<file path="config.mk">
export PLATFORM = sky130hd
export DESIGN_NAME = encoder_button_action_mapper_flat
export DESIGN_NICKNAME = d
export VERILOG_FILES = /design/src/ebam_pkg.sv /design/src/ebam_evt_if.sv /design/src/ebam_act_if.sv /design/src/encoder_button_action_mapper.sv /design/src/flat_wrapper.sv
export SDC_FILE = /design/constraint.sdc
export NUM_CORES = 1
export LEC_CHECK = 0
export CAP_MARGIN = 20
export CORE_UTILIZATION = 70
export DETAILED_ROUTE_END_ITERATION = 10
export DONT_BUFFER_PORTS = 1
export GPL_ROUTABILITY_DRIVEN = 0
export GPL_TIMING_DRIVEN = 0
export PLACE_DENSITY_LB_ADDON = 0.05
export SETUP_SLACK_MARGIN = 0.3
export SYNTH_ARGS = -nofsm -noshare
export SYNTH_HDL_FRONTEND = slang
export SYNTH_SLANG_ARGS = --single-unit
</file>
<file path="constraint.sdc">
create_clock -name i_clk -period 11.5 [get_ports i_clk]
set_clock_uncertainty 0.2 [all_clocks]
set_input_delay 1.15 -clock i_clk [delete_from_list [all_inputs] [get_ports i_clk]]
set_output_delay 1.15 -clock i_clk [all_outputs]
set_load 0.005 [all_outputs]
</file>
<file path="src/ebam_pkg.sv">
// ----------------------------------------------------------------------------
// ebam_pkg
// Shared widths, event kinds, action codes and register indexes of the
// encoder button action mapper.
// ----------------------------------------------------------------------------
package ebam_pkg;

    // field widths
    localparam int KIND_W  = 2;
    localparam int DELTA_W = 16;
    localparam int TIME_W  = 32;
    localparam int ACT_W   = 3;
    localparam int STEP_W  = 8;
    localparam int MSEC_W  = 16;
    localparam int CFG_IDX_W  = 3;
    localparam int CFG_DATA_W = 16;

    typedef logic [KIND_W-1:0] t_kind;
    typedef logic [ACT_W-1:0]  t_action;
    typedef logic [STEP_W-1:0] t_step;
    typedef logic [MSEC_W-1:0] t_msec;
    typedef logic [TIME_W-1:0] t_time;

    // event kinds
    localparam t_kind KIND_ROTATE = 2'd0;
    localparam t_kind KIND_BUTTON = 2'd1;
    localparam t_kind KIND_POLL   = 2'd2;

    // action codes
    localparam t_action ACT_NONE   = 3'd0;
    localparam t_action ACT_NEXT   = 3'd1;
    localparam t_action ACT_PREV   = 3'd2;
    localparam t_action ACT_INC    = 3'd3;
    localparam t_action ACT_DEC    = 3'd4;
    localparam t_action ACT_ENTER  = 3'd5;
    localparam t_action ACT_CANCEL = 3'd6;

    // register indexes
    localparam logic [CFG_IDX_W-1:0] CFG_EDIT_MODE   = 3'd0;
    localparam logic [CFG_IDX_W-1:0] CFG_LONG_PRESS  = 3'd1;
    localparam logic [CFG_IDX_W-1:0] CFG_ACCEL_START = 3'd2;
    localparam logic [CFG_IDX_W-1:0] CFG_NORMAL_STEP = 3'd3;
    localparam logic [CFG_IDX_W-1:0] CFG_FAST_STEP   = 3'd4;

    // register reset values
    localparam t_msec RST_LONG_PRESS  = 16'd1000;
    localparam t_msec RST_ACCEL_START = 16'd1500;
    localparam t_step RST_NORMAL_STEP = 8'd1;
    localparam t_step RST_FAST_STEP   = 8'd5;

endpackage

</file>
<file path="src/ebam_evt_if.sv">
// ----------------------------------------------------------------------------
// ebam_evt_if
// Event channel: kind, rotation delta, button level and timestamp.
// ----------------------------------------------------------------------------
interface ebam_evt_if;
    logic                                valid;
    logic                                ready;
    logic [ebam_pkg::KIND_W-1:0]         kind;
    logic signed [ebam_pkg::DELTA_W-1:0] rotate_delta;
    logic                                button_down;
    logic [ebam_pkg::TIME_W-1:0]         time_ms;

    modport source (output valid, kind, rotate_delta, button_down, time_ms, input ready);
    modport sink   (input valid, kind, rotate_delta, button_down, time_ms, output ready);
endinterface

</file>
<file path="src/ebam_act_if.sv">
// ----------------------------------------------------------------------------
// ebam_act_if
// Action channel: user-interface action and current step size.
// ----------------------------------------------------------------------------
interface ebam_act_if;
    logic                         valid;
    logic                         ready;
    logic [ebam_pkg::ACT_W-1:0]   action;
    logic [ebam_pkg::STEP_W-1:0]  step_size;

    modport source (output valid, action, step_size, input ready);
    modport sink   (input valid, action, step_size, output ready);
endinterface

</file>
<file path="src/encoder_button_action_mapper.sv">
// ----------------------------------------------------------------------------
// encoder_button_action_mapper
// Maps rotary encoder, button level and poll events to UI actions with
// long-press cancel, queued enter and step-size acceleration.
// ----------------------------------------------------------------------------
// Usage:
//   i_evt carries one event per word (rotation, button level or poll tick).
//   o_act returns exactly one word per event: the action and the step size
//   in effect after that event.
//   An event is captured in an input register, evaluated against the button
//   state once the output register is free, and written to the output register,
//   which holds the result until the receiver takes it. Throughput is one
//   event per cycle while the receiver does not stall; the single evaluation
//   step (one 32-bit held-time subtract and two 32-bit compares against the
//   zero-extended 16-bit thresholds) is combinational.
//   When the receiver stalls, the output register holds its word and the
//   input register can still take one more event before i_evt.ready drops.
//   Reset empties both registers, clears the button state and loads the
//   register defaults (edit off, 1000 ms long press, 1500 ms accel, steps
//   1 and 5).
//   Configuration writes through i_cfg_we / i_cfg_idx / i_cfg_data are to be
//   made by the user while no event is in flight; the block does not enforce
//   it. Timing and step writes reload the current step from the normal step size.
// ----------------------------------------------------------------------------
module encoder_button_action_mapper (
    input  logic                              i_clk,
    input  logic                              i_rst_n,
    ebam_evt_if.sink                          i_evt,
    ebam_act_if.source                        o_act,
    input  logic                              i_cfg_we,
    input  logic [ebam_pkg::CFG_IDX_W-1:0]    i_cfg_idx,
    input  logic [ebam_pkg::CFG_DATA_W-1:0]   i_cfg_data
);
    import ebam_pkg::*;

    // configuration registers
    logic  r_edit_mode;
    t_msec r_long_press;
    t_msec r_accel_start;
    t_step r_normal_step;
    t_step r_fast_step;

    // button state
    logic  r_btn_down;
    t_time r_press_start;
    logic  r_long_done;
    logic  r_enter_pend;
    t_step r_cur_step;
    logic  n_btn_down;
    t_time n_press_start;
    logic  n_long_done;
    logic  n_enter_pend;
    t_step n_cur_step;

    // input register
    logic                r_in_valid;
    t_kind               r_kind;
    logic [DELTA_W-1:0]  r_delta;
    logic                r_button;
    t_time               r_time;

    // output register
    logic    r_out_valid;
    t_action r_action;
    t_step   r_step;
    t_action n_action;

    logic          out_free;
    logic          proc;
    logic [TIME_W:0] held_diff;
    t_time         held;
    logic          held_long;
    logic          held_accel;

    // pipeline flow control
    assign out_free    = !r_out_valid || o_act.ready;
    assign proc        = r_in_valid && out_free;
    assign i_evt.ready = !r_in_valid || out_free;

    assign o_act.valid     = r_out_valid;
    assign o_act.action    = r_action;
    assign o_act.step_size = r_step;

    // held time since press, floored at zero
    assign held_diff  = {1'b0, r_time} - {1'b0, r_press_start};
    assign held       = held_diff[TIME_W] ? '0 : held_diff[TIME_W-1:0];
    assign held_long  = held >= {{(TIME_W-MSEC_W){1'b0}}, r_long_press};
    assign held_accel = held >= {{(TIME_W-MSEC_W){1'b0}}, r_accel_start};

    // event evaluation
    always_comb begin
        n_btn_down    = r_btn_down;
        n_press_start = r_press_start;
        n_long_done   = r_long_done;
        n_enter_pend  = r_enter_pend;
        n_cur_step    = r_cur_step;
        n_action      = ACT_NONE;
        case (r_kind)
            KIND_ROTATE: begin
                if (r_delta == '0) begin
                    n_action = ACT_NONE;
                end else if (r_delta[DELTA_W-1]) begin
                    n_action = r_edit_mode ? ACT_DEC : ACT_PREV;
                end else begin
                    n_action = r_edit_mode ? ACT_INC : ACT_NEXT;
                end
            end
            KIND_BUTTON: begin
                if (r_button != r_btn_down) begin
                    n_btn_down  = r_button;
                    n_long_done = 1'b0;
                    n_cur_step  = r_normal_step;
                    if (r_button) begin
                        n_press_start = r_time;
                    end else begin
                        n_press_start = '0;
                        if (!r_long_done && !held_long) begin
                            n_enter_pend = 1'b1;
                        end
                    end
                end
            end
            KIND_POLL: begin
                if (r_enter_pend) begin
                    n_enter_pend = 1'b0;
                    n_action     = ACT_ENTER;
                end else if (r_btn_down) begin
                    n_cur_step = held_accel ? r_fast_step : r_normal_step;
                    if (!r_long_done && held_long) begin
                        n_long_done = 1'b1;
                        n_action    = ACT_CANCEL;
                    end
                end
            end
            default: begin
                n_action = ACT_NONE;
            end
        endcase
    end

    // input register
    always_ff @(posedge i_clk) begin
        if (!i_rst_n) begin
            r_in_valid <= 1'b0;
        end else if (i_evt.ready) begin
            r_in_valid <= i_evt.valid;
        end
        if (i_evt.valid && i_evt.ready) begin
            r_kind   <= i_evt.kind;
            r_delta  <= i_evt.rotate_delta;
            r_button <= i_evt.button_down;
            r_time   <= i_evt.time_ms;
        end
    end

    // output register
    always_ff @(posedge i_clk) begin
        if (!i_rst_n) begin
            r_out_valid <= 1'b0;
        end else if (out_free) begin
            r_out_valid <= r_in_valid;
        end
        if (proc) begin
            r_action <= n_action;
            r_step   <= n_cur_step;
        end
    end

    // button state and configuration
    always_ff @(posedge i_clk) begin
        if (!i_rst_n) begin
            r_edit_mode   <= 1'b0;
            r_long_press  <= RST_LONG_PRESS;
            r_accel_start <= RST_ACCEL_START;
            r_normal_step <= RST_NORMAL_STEP;
            r_fast_step   <= RST_FAST_STEP;
            r_btn_down    <= 1'b0;
            r_press_start <= '0;
            r_long_done   <= 1'b0;
            r_enter_pend  <= 1'b0;
            r_cur_step    <= RST_NORMAL_STEP;
        end else if (i_cfg_we) begin
            case (i_cfg_idx)
                CFG_EDIT_MODE: begin
                    r_edit_mode <= i_cfg_data[0];
                end
                CFG_LONG_PRESS: begin
                    r_long_press <= i_cfg_data;
                    r_cur_step   <= r_normal_step;
                end
                CFG_ACCEL_START: begin
                    r_accel_start <= i_cfg_data;
                    r_cur_step    <= r_normal_step;
                end
                CFG_NORMAL_STEP: begin
                    r_normal_step <= i_cfg_data[STEP_W-1:0];
                    r_cur_step    <= i_cfg_data[STEP_W-1:0];
                end
                CFG_FAST_STEP: begin
                    r_fast_step <= i_cfg_data[STEP_W-1:0];
                    r_cur_step  <= r_normal_step;
                end
                default: begin
                    r_edit_mode <= r_edit_mode;
                end
            endcase
        end else if (proc) begin
            r_btn_down    <= n_btn_down;
            r_press_start <= n_press_start;
            r_long_done   <= n_long_done;
            r_enter_pend  <= n_enter_pend;
            r_cur_step    <= n_cur_step;
        end
    end

`ifndef SYNTH
    // long press can only be flagged while the button is held
    a_long_needs_down: assert property (@(posedge i_clk) disable iff (!i_rst_n)
        r_long_done |-> r_btn_down)
        else $error("long press flag set with button released");

    // a released button leaves no press start time
    a_start_cleared: assert property (@(posedge i_clk) disable iff (!i_rst_n)
        !r_btn_down |-> (r_press_start == '0))
        else $error("press start not cleared on release");

    // a cancel marks the long press done
    a_cancel_once: assert property (@(posedge i_clk) disable iff (!i_rst_n)
        (proc && !i_cfg_we && n_action == ACT_CANCEL) |=> r_long_done)
        else $error("cancel issued without marking long press");

    // a poll consumes a pending enter
    a_enter_consumed: assert property (@(posedge i_clk) disable iff (!i_rst_n)
        (proc && !i_cfg_we && r_kind == KIND_POLL && r_enter_pend) |=> !r_enter_pend)
        else $error("pending enter not cleared by poll");
`endif

endmodule

</file>
<file path="src/flat_wrapper.sv">
// flat-port wrapper written by rule: the top's interface ports become plain ports
module encoder_button_action_mapper_flat import ebam_pkg::*;
  (i_clk, i_rst_n, i_cfg_we, i_cfg_idx, i_cfg_data, i_evt_valid, i_evt_kind, i_evt_rotate_delta, i_evt_button_down, i_evt_time_ms, i_evt_ready, o_act_valid, o_act_action, o_act_step_size, o_act_ready);
  ebam_evt_if i_evt_i ();
  ebam_act_if o_act_i ();
  input  logic i_clk;
  input  logic i_rst_n;
  input  logic i_cfg_we;
  input  logic [ebam_pkg::CFG_IDX_W-1:0] i_cfg_idx;
  input  logic [ebam_pkg::CFG_DATA_W-1:0] i_cfg_data;
  input wire logic [$bits(i_evt_i.valid)-1:0] i_evt_valid;
  input wire logic [$bits(i_evt_i.kind)-1:0] i_evt_kind;
  input wire logic [$bits(i_evt_i.rotate_delta)-1:0] i_evt_rotate_delta;
  input wire logic [$bits(i_evt_i.button_down)-1:0] i_evt_button_down;
  input wire logic [$bits(i_evt_i.time_ms)-1:0] i_evt_time_ms;
  output wire logic [$bits(i_evt_i.ready)-1:0] i_evt_ready;
  output wire logic [$bits(o_act_i.valid)-1:0] o_act_valid;
  output wire logic [$bits(o_act_i.action)-1:0] o_act_action;
  output wire logic [$bits(o_act_i.step_size)-1:0] o_act_step_size;
  input wire logic [$bits(o_act_i.ready)-1:0] o_act_ready;
  assign i_evt_i.valid = i_evt_valid;
  assign i_evt_i.kind = i_evt_kind;
  assign i_evt_i.rotate_delta = i_evt_rotate_delta;
  assign i_evt_i.button_down = i_evt_button_down;
  assign i_evt_i.time_ms = i_evt_time_ms;
  assign i_evt_ready = i_evt_i.ready;
  assign o_act_valid = o_act_i.valid;
  assign o_act_action = o_act_i.action;
  assign o_act_step_size = o_act_i.step_size;
  assign o_act_i.ready = o_act_ready;
  encoder_button_action_mapper u_core (.i_clk(i_clk), .i_rst_n(i_rst_n), .i_evt(i_evt_i), .o_act(o_act_i), .i_cfg_we(i_cfg_we), .i_cfg_idx(i_cfg_idx), .i_cfg_data(i_cfg_data));
endmodule
</file>
# Yosys cells after proc, flatten, opt, wreduce, memory -nomap -nowiden

Index checks and enable logic that the tools add are counted.

Logic and storage cells: 88
Output and inout bits: 13
Flip-flop bits (word level): 156

Bitwise operators: 1
Add/subtract/negate cells: 1
Reductions and logical operators: 25
Equality and inequality tests: 14
Mux-type cells: 27
Magnitude comparators: 2

Operators with widths:

| operator           | number |
|---|---|
| $ge 32x16->1       | 2 |
| $mux 32            | 2 |
| $mux 8             | 6 |
| $sub 32x32->33     | 1 |
| $pmux 8 s2         | 2 |
| $mux 3             | 6 |
| $logic_not 16->1   | 1 |
| $reduce_and 2->1   | 6 |
| $ne 2x1->1 const B | 4 |
| $mux 1             | 7 |
| $reduce_and 7->1   | 1 |
| $eq 3x2->1 const B | 2 |
| $pmux 3 s2         | 1 |
| $reduce_and 6->1   | 1 |
| $logic_and 1x1->1  | 4 |
| $logic_not 1->1    | 4 |
| $ne 2x2->1 const B | 2 |
| $pmux 1 s2         | 2 |
| $reduce_and 4->1   | 1 |
| $reduce_bool 2->1  | 2 |
| $eq 3x1->1 const B | 1 |
| $eq 3x3->1 const B | 1 |
| $logic_not 3->1    | 1 |
| $ne 3x2->1 const B | 1 |
| other kinds (8)    | 9 |

# Longest topological paths before layout

Depth after elaboration: 9
Mapped depth: 26
Mapped depth without buffers: 22

# Least setup slack after synthesis

OpenSTA, ideal clock, no wires.

Path type: reg-to-reg
Start: register u_core.r_time[0]
End: register u_core.r_cur_step[1]
Buffers on the path: 4
Period minus slack after synthesis: 5.302 ns
Path slack: 6.198 ns
Stages on the path, launching flop included: 27
Library setup time: 0.117 ns
Required time: 11.183 ns
Arrival time: 4.985 ns
Path through: edfxtp_1 > inv_1 > ha_1 > inv_1 > fa_1 > a211oi_1 > o21ai_2 > a221oi_2 > o22ai_2 > o22ai_2 > clkbuf_1 > clkbuf_1 > nor2_1 > ha_1 > a21o_1 > a21o_1 > a21o_1 > a21o_1 > a21o_1 > a21o_1 > a21oi_1 > o211ai_1 > o21ba_1 > buf_6 > buf_4 > a21oi_1 > a22o_1

Word-level cells in the longest chain between the ends: 9

RTL lines:

| item                     | line                                | RTL |
|---|---|---|
| start: declaration       | encoder_button_action_mapper.sv:60  | `t_time r_time;` |
| start signal: assignment | encoder_button_action_mapper.sv:152 | `r_time <= i_evt.time_ms;` |
| $sub 32x32->33           | encoder_button_action_mapper.sv:85  | `assign held_diff = {1'b0, r_time} - {1'b0, r_press_start};` |
| $mux 32                  | encoder_button_action_mapper.sv:86  | `assign held = held_diff[TIME_W] ? '0 : held_diff[TIME_W-1:0];` |
| $ge 32x16->1             | encoder_button_action_mapper.sv:88  | `assign held_accel = held >= {{(TIME_W-MSEC_W){1'b0}}, r_accel_start};` |
| $mux 8                   | encoder_button_action_mapper.sv:128 | `n_cur_step = held_accel ? r_fast_step : r_normal_step;` |
| $mux 8                   | encoder_button_action_mapper.sv:127 | `end else if (r_btn_down) begin` |
| $mux 8                   | encoder_button_action_mapper.sv:124 | `if (r_enter_pend) begin` |
| $pmux 8 s2               | encoder_button_action_mapper.sv:98  | `case (r_kind)` |
| $mux 8                   | encoder_button_action_mapper.sv:207 | `end else if (proc) begin` |
| $mux 8                   | encoder_button_action_mapper.sv:182 | `end else if (i_cfg_we) begin` |
| end signal: assignment   | encoder_button_action_mapper.sv:189 | `r_cur_step <= r_normal_step;` |
| end signal: assignment   | encoder_button_action_mapper.sv:193 | `r_cur_step <= r_normal_step;` |
| end signal: assignment   | encoder_button_action_mapper.sv:212 | `r_cur_step <= n_cur_step;` |
| end: declaration         | encoder_button_action_mapper.sv:48  | `t_step r_cur_step;` |

No other way between the ends. The select of a mux whose other input is x is not followed.
A chain may end at the register's enable or synchronous reset.

# Final worst setup path

Start: register u_core.r_time[0]
End: register u_core.r_step[0] (netlist: u_core.o_act.step_size[0]), data pin

Word-level cells in the longest chain between the ends: 7

RTL lines:

| item                     | line                                | RTL |
|---|---|---|
| $sub 32x32->33           | encoder_button_action_mapper.sv:85  |  |
| $mux 32                  | encoder_button_action_mapper.sv:86  |  |
| $ge 32x16->1             | encoder_button_action_mapper.sv:88  |  |
| $mux 8                   | encoder_button_action_mapper.sv:128 |  |
| $mux 8                   | encoder_button_action_mapper.sv:127 |  |
| $mux 8                   | encoder_button_action_mapper.sv:124 |  |
| $pmux 8 s2               | encoder_button_action_mapper.sv:98  |  |
| via u_core.n_cur_step[0] | encoder_button_action_mapper.sv:53  | `t_step n_cur_step;` |
| end signal: assignment   | encoder_button_action_mapper.sv:165 | `r_step <= n_cur_step;` |
| end: declaration         | encoder_button_action_mapper.sv:65  | `t_step r_step;` |

The timed path passes the listed nets, and every way through them passes these cells.

==> results.toml <==
[detailed_routing]
wl_mm = 23.73
via_per_inst = 6.426
first_pass_iters = 6
drtIter0Drc = 953
final_antenna_net_count = 0
wl_per_cell_um = 18.67
drc_errors = 0
vias = 8168

[sta]
fin_crit_sh = 0.5629
fmax_ghz = 0.1545
final-hold-violation-count = 0
relSlewSlack = 0.4774
period_minus_slack_ns = 6.474
finalSetupTns_ns = 0
slew_viol_final = 0
setup_viol = 0
whs_ns = 0.2620
worst_slew_pin_slew_ns = 0.7787
rsz0062_at_grt = "no"

[worst_setup_path]
critPathArrivalTime_ns = 6.44
r2r_slack_ns = 5.03
worst_r2r_startpoint = "u_core.r_time[0]$_DFFE_PP_"
critical_path_class = "reg -> reg"
worst_r2r_endpoint = "u_core.o_act.step_size[0]$_DFFE_PP_"
critical_path_required_ns = 11.47
r2r_cells = 24
startpoint_type = "register"
crit_fanout = 10
worstSetupEndpointType = "register"

[floorplan]
initial_core_util = 0.7279
dieHeight_um = 117.5
die_w_um = 117.5
ios = 88
core_um2 = 12820
rows = 41
dieArea_um2 = 13800

[grt]
antenna_found_initial = 0
first_global_vias = 7852
grt_max_degree = 42
grt_usage = 0.3492
gr-total-overflow = 0
grt_pass1_wl_mm = 38.30

[cells_and_area]
fin_nets = 1228
diodes = 0
postLayoutCellArea_um2 = 10180
multi_input_area_um2 = 5040
final_cells = 1271
n_fill_cell = 898
final_common_cell = "nand2_1"
synthToLayoutAreaGrowth_pct = 9.101
drive_above_1_share = 0.05914
layout_common_cells = "157 x nand2_1, 94 x dfxtp_1, 77 x inv_1"
seq_area_um2 = 3744

[clock_tree]
cts_buffers = 17
cts_max_level = 4
cts_sinks = 156
ctsHoldBuffers = 0
clk_latency_ns = 0.44
cts_setup_buffers = 0
cts_max_path_buffers = 2
clk_pin_slew_ns = 0.07
post_cts_resized = 0
cts_tree = "done"
clock_tree.root_cell = "clkbuf_16"

[place]
io_buffers = 0
placedInstanceArea_um2 = 9572
post-place-cells = 1239
place_hpwl_mm = 16.45

[pwr]
ir_drop_v = 0.0001685
powerDensity_nw_per_um2 = 136.5
leakagePower_nw = 3.755

[worst_hold_path]
hold_end = "u_core.r_press_start[21]$_SDFFE_PN0P_"
worstHoldPathCells = 2
hold_start = "u_core.r_press_start[21]$_SDFFE_PN0P_"
hold_class = "reg -> reg"

[logic_synthesis]
syn-mean-instance-area_um2 = 8.757
ys_ff_latch = 156
synth_cell_types = 76
ys_seq_area_frac = 0.4010
yosys_warnings = 0
synth_ff_type = "dfxtp_1"
synth_nets = 1208
synth-edff-count = 62
syn_inst = 1066
postSynth.asyncResetShare = 0
netlist_area_um2 = 9335

[flow_run]
max-cap-violations = 0

[run_status]
status = "completed"
## sequential cells by signal (all words and copies together), names as in the netlist
register,count
u_core.o_act.step_size,8
u_core.r_cur_step,8
u_core.o_act.valid,1
u_core.r_normal_step,8
u_core.r_delta,16
u_core.r_fast_step,8
u_core.o_act.action,3
u_core.r_press_start,32
u_core.r_in_valid,1
u_core.r_edit_mode,1
u_core.r_accel_start,16
u_core.r_long_press,16
u_core.r_long_done,1
u_core.r_time,32
u_core.r_btn_down,1
u_core.r_kind,2
u_core.r_button,1
u_core.r_enter_pend,1
## area by class of cell
type                       count  area share
sequential                   156      0.3676
clock buffer                  17     0.04177
timing repair buffer           1    0.001966
clock inverter                15     0.01843
tap                          172     0.02113
inverter                      78     0.02875
buffer                        61     0.02555
multi-input combinational    771      0.4948
## cell usage after synthesis, drive strengths merged (6+ instances only)
cell type | instances | area share
nand2 | 157 | 0.063
dfxtp | 94 | 0.20
inv | 77 | 0.031
ha | 66 | 0.088
edfxtp | 62 | 0.20
a21boi | 60 | 0.048
nand3 | 58 | 0.031
nor2 | 53 | 0.021
a21oi | 49 | 0.026
clkbuf | 45 | 0.018
o21ai | 40 | 0.022
a21o | 25 | 0.020
o211ai | 23 | 0.018
nor3 | 20 | 0.011
nand4 | 17 | 0.013
buf | 16 | 0.0098
mux2i | 14 | 0.015
nor2b | 14 | 0.0094
nand2b | 13 | 0.0087
a22o | 12 | 0.011
o21bai | 12 | 0.010
o31ai | 12 | 0.0097
xor2 | 11 | 0.010
a211oi | 10 | 0.0080
and3 | 10 | 0.0078
nor4 | 10 | 0.0083
o311ai | 8 | 0.0075
xnor2 | 8 | 0.0075
a31oi | 7 | 0.0047
or4 | 6 | 0.0048
## logic make-up after synthesis
| logic type | share of synthesized area |
|---|---|
| DFF | 0.4010 |
| and+or+nand+nor | 0.1930 |
| buffers and inverters | 0.05924 |
| muxes | 0.01742 |
| adders and majority gates | 0.09060 |
| AOI/OAI and AO/OA | 0.2209 |
| xor gates and xnor gates | 0.01783 |
## routing by layer
layer | GRT usage | vias to the layer above | share of wire
met1 | 0.4521 | 3789 | 0.42
met5 | 0 | - | 0
met4 | 0.1579 | 0 | 0.032
met3 | 0.08576 | 82 | 0.090
met2 | 0.5536 | 414 | 0.46
li1 | - | 3883 | -
## worst max-delay path, cell delays in order (launching register included)
cell and delay (ns):
edfxtp_1 0.43, inv_1 0.08, ha_1 0.16, inv_1 0.05
fa_1 0.43, a211oi_1 0.30, o21ai_2 0.17, a221oi_2 0.45
o22ai_2 0.19, o22ai_2 0.23, clkbuf_1 0.45, clkbuf_1 0.35
nor2_1 0.14, ha_1 0.31, a21o_1 0.18, a21o_1 0.16
a21o_1 0.16, a21o_1 0.17, a21o_1 0.17, a21o_1 0.19
a21oi_1 0.25, o211ai_1 0.15, o21bai_2 0.35, mux2i_1 0.32
o21ai_1 0.14
## worst max-delay path by stage
stage | endpoint | start | slack [ns]
finish | u_core.o_act.step_size[0]$_DFFE_PP_ | u_core.r_time[0]$_DFFE_PP_ | 5.03
global route | u_core.o_act.step_size[0]$_DFFE_PP_ | u_core.r_time[0]$_DFFE_PP_ | 4.72
CTS | u_core.o_act.step_size[0]$_DFFE_PP_ | u_core.r_time[0]$_DFFE_PP_ | 5.14
detailed placement | u_core.o_act.step_size[6]$_DFFE_PP_ | u_core.r_time[0]$_DFFE_PP_ | 5.24
global placement | u_core.o_act.step_size[7]$_DFFE_PP_ | u_core.r_time[0]$_DFFE_PP_ | 5.23
floorplan | u_core.r_cur_step[1]$_SDFFE_PN0P_ | u_core.r_time[0]$_DFFE_PP_ | 6.20
## stage by stage
step	worst slack (ns)	util	total power (W)
after floorplan	6.198	-	0.0007565
after global placement	5.228	0.7447	0.0007984
after detailed placement	5.238	0.7463	0.0008029
after CTS	5.145	0.7941	0.001387
after global routing	4.718	0.7941	0.001433
final	5.026	0.7941	0.001390
## report_power, final
part / total (W) / internal (W) / switching, W
Combinational: 0.000192 / 0.0000712 / 0.000121
Sequential: 0.000608 / 0.000597 / 0.0000117
Clock: 0.000590 / 0.000332 / 0.000258
Total: 0.00139 / 0.00100 / 0.000390
Power figures use the tool's default switching activity.
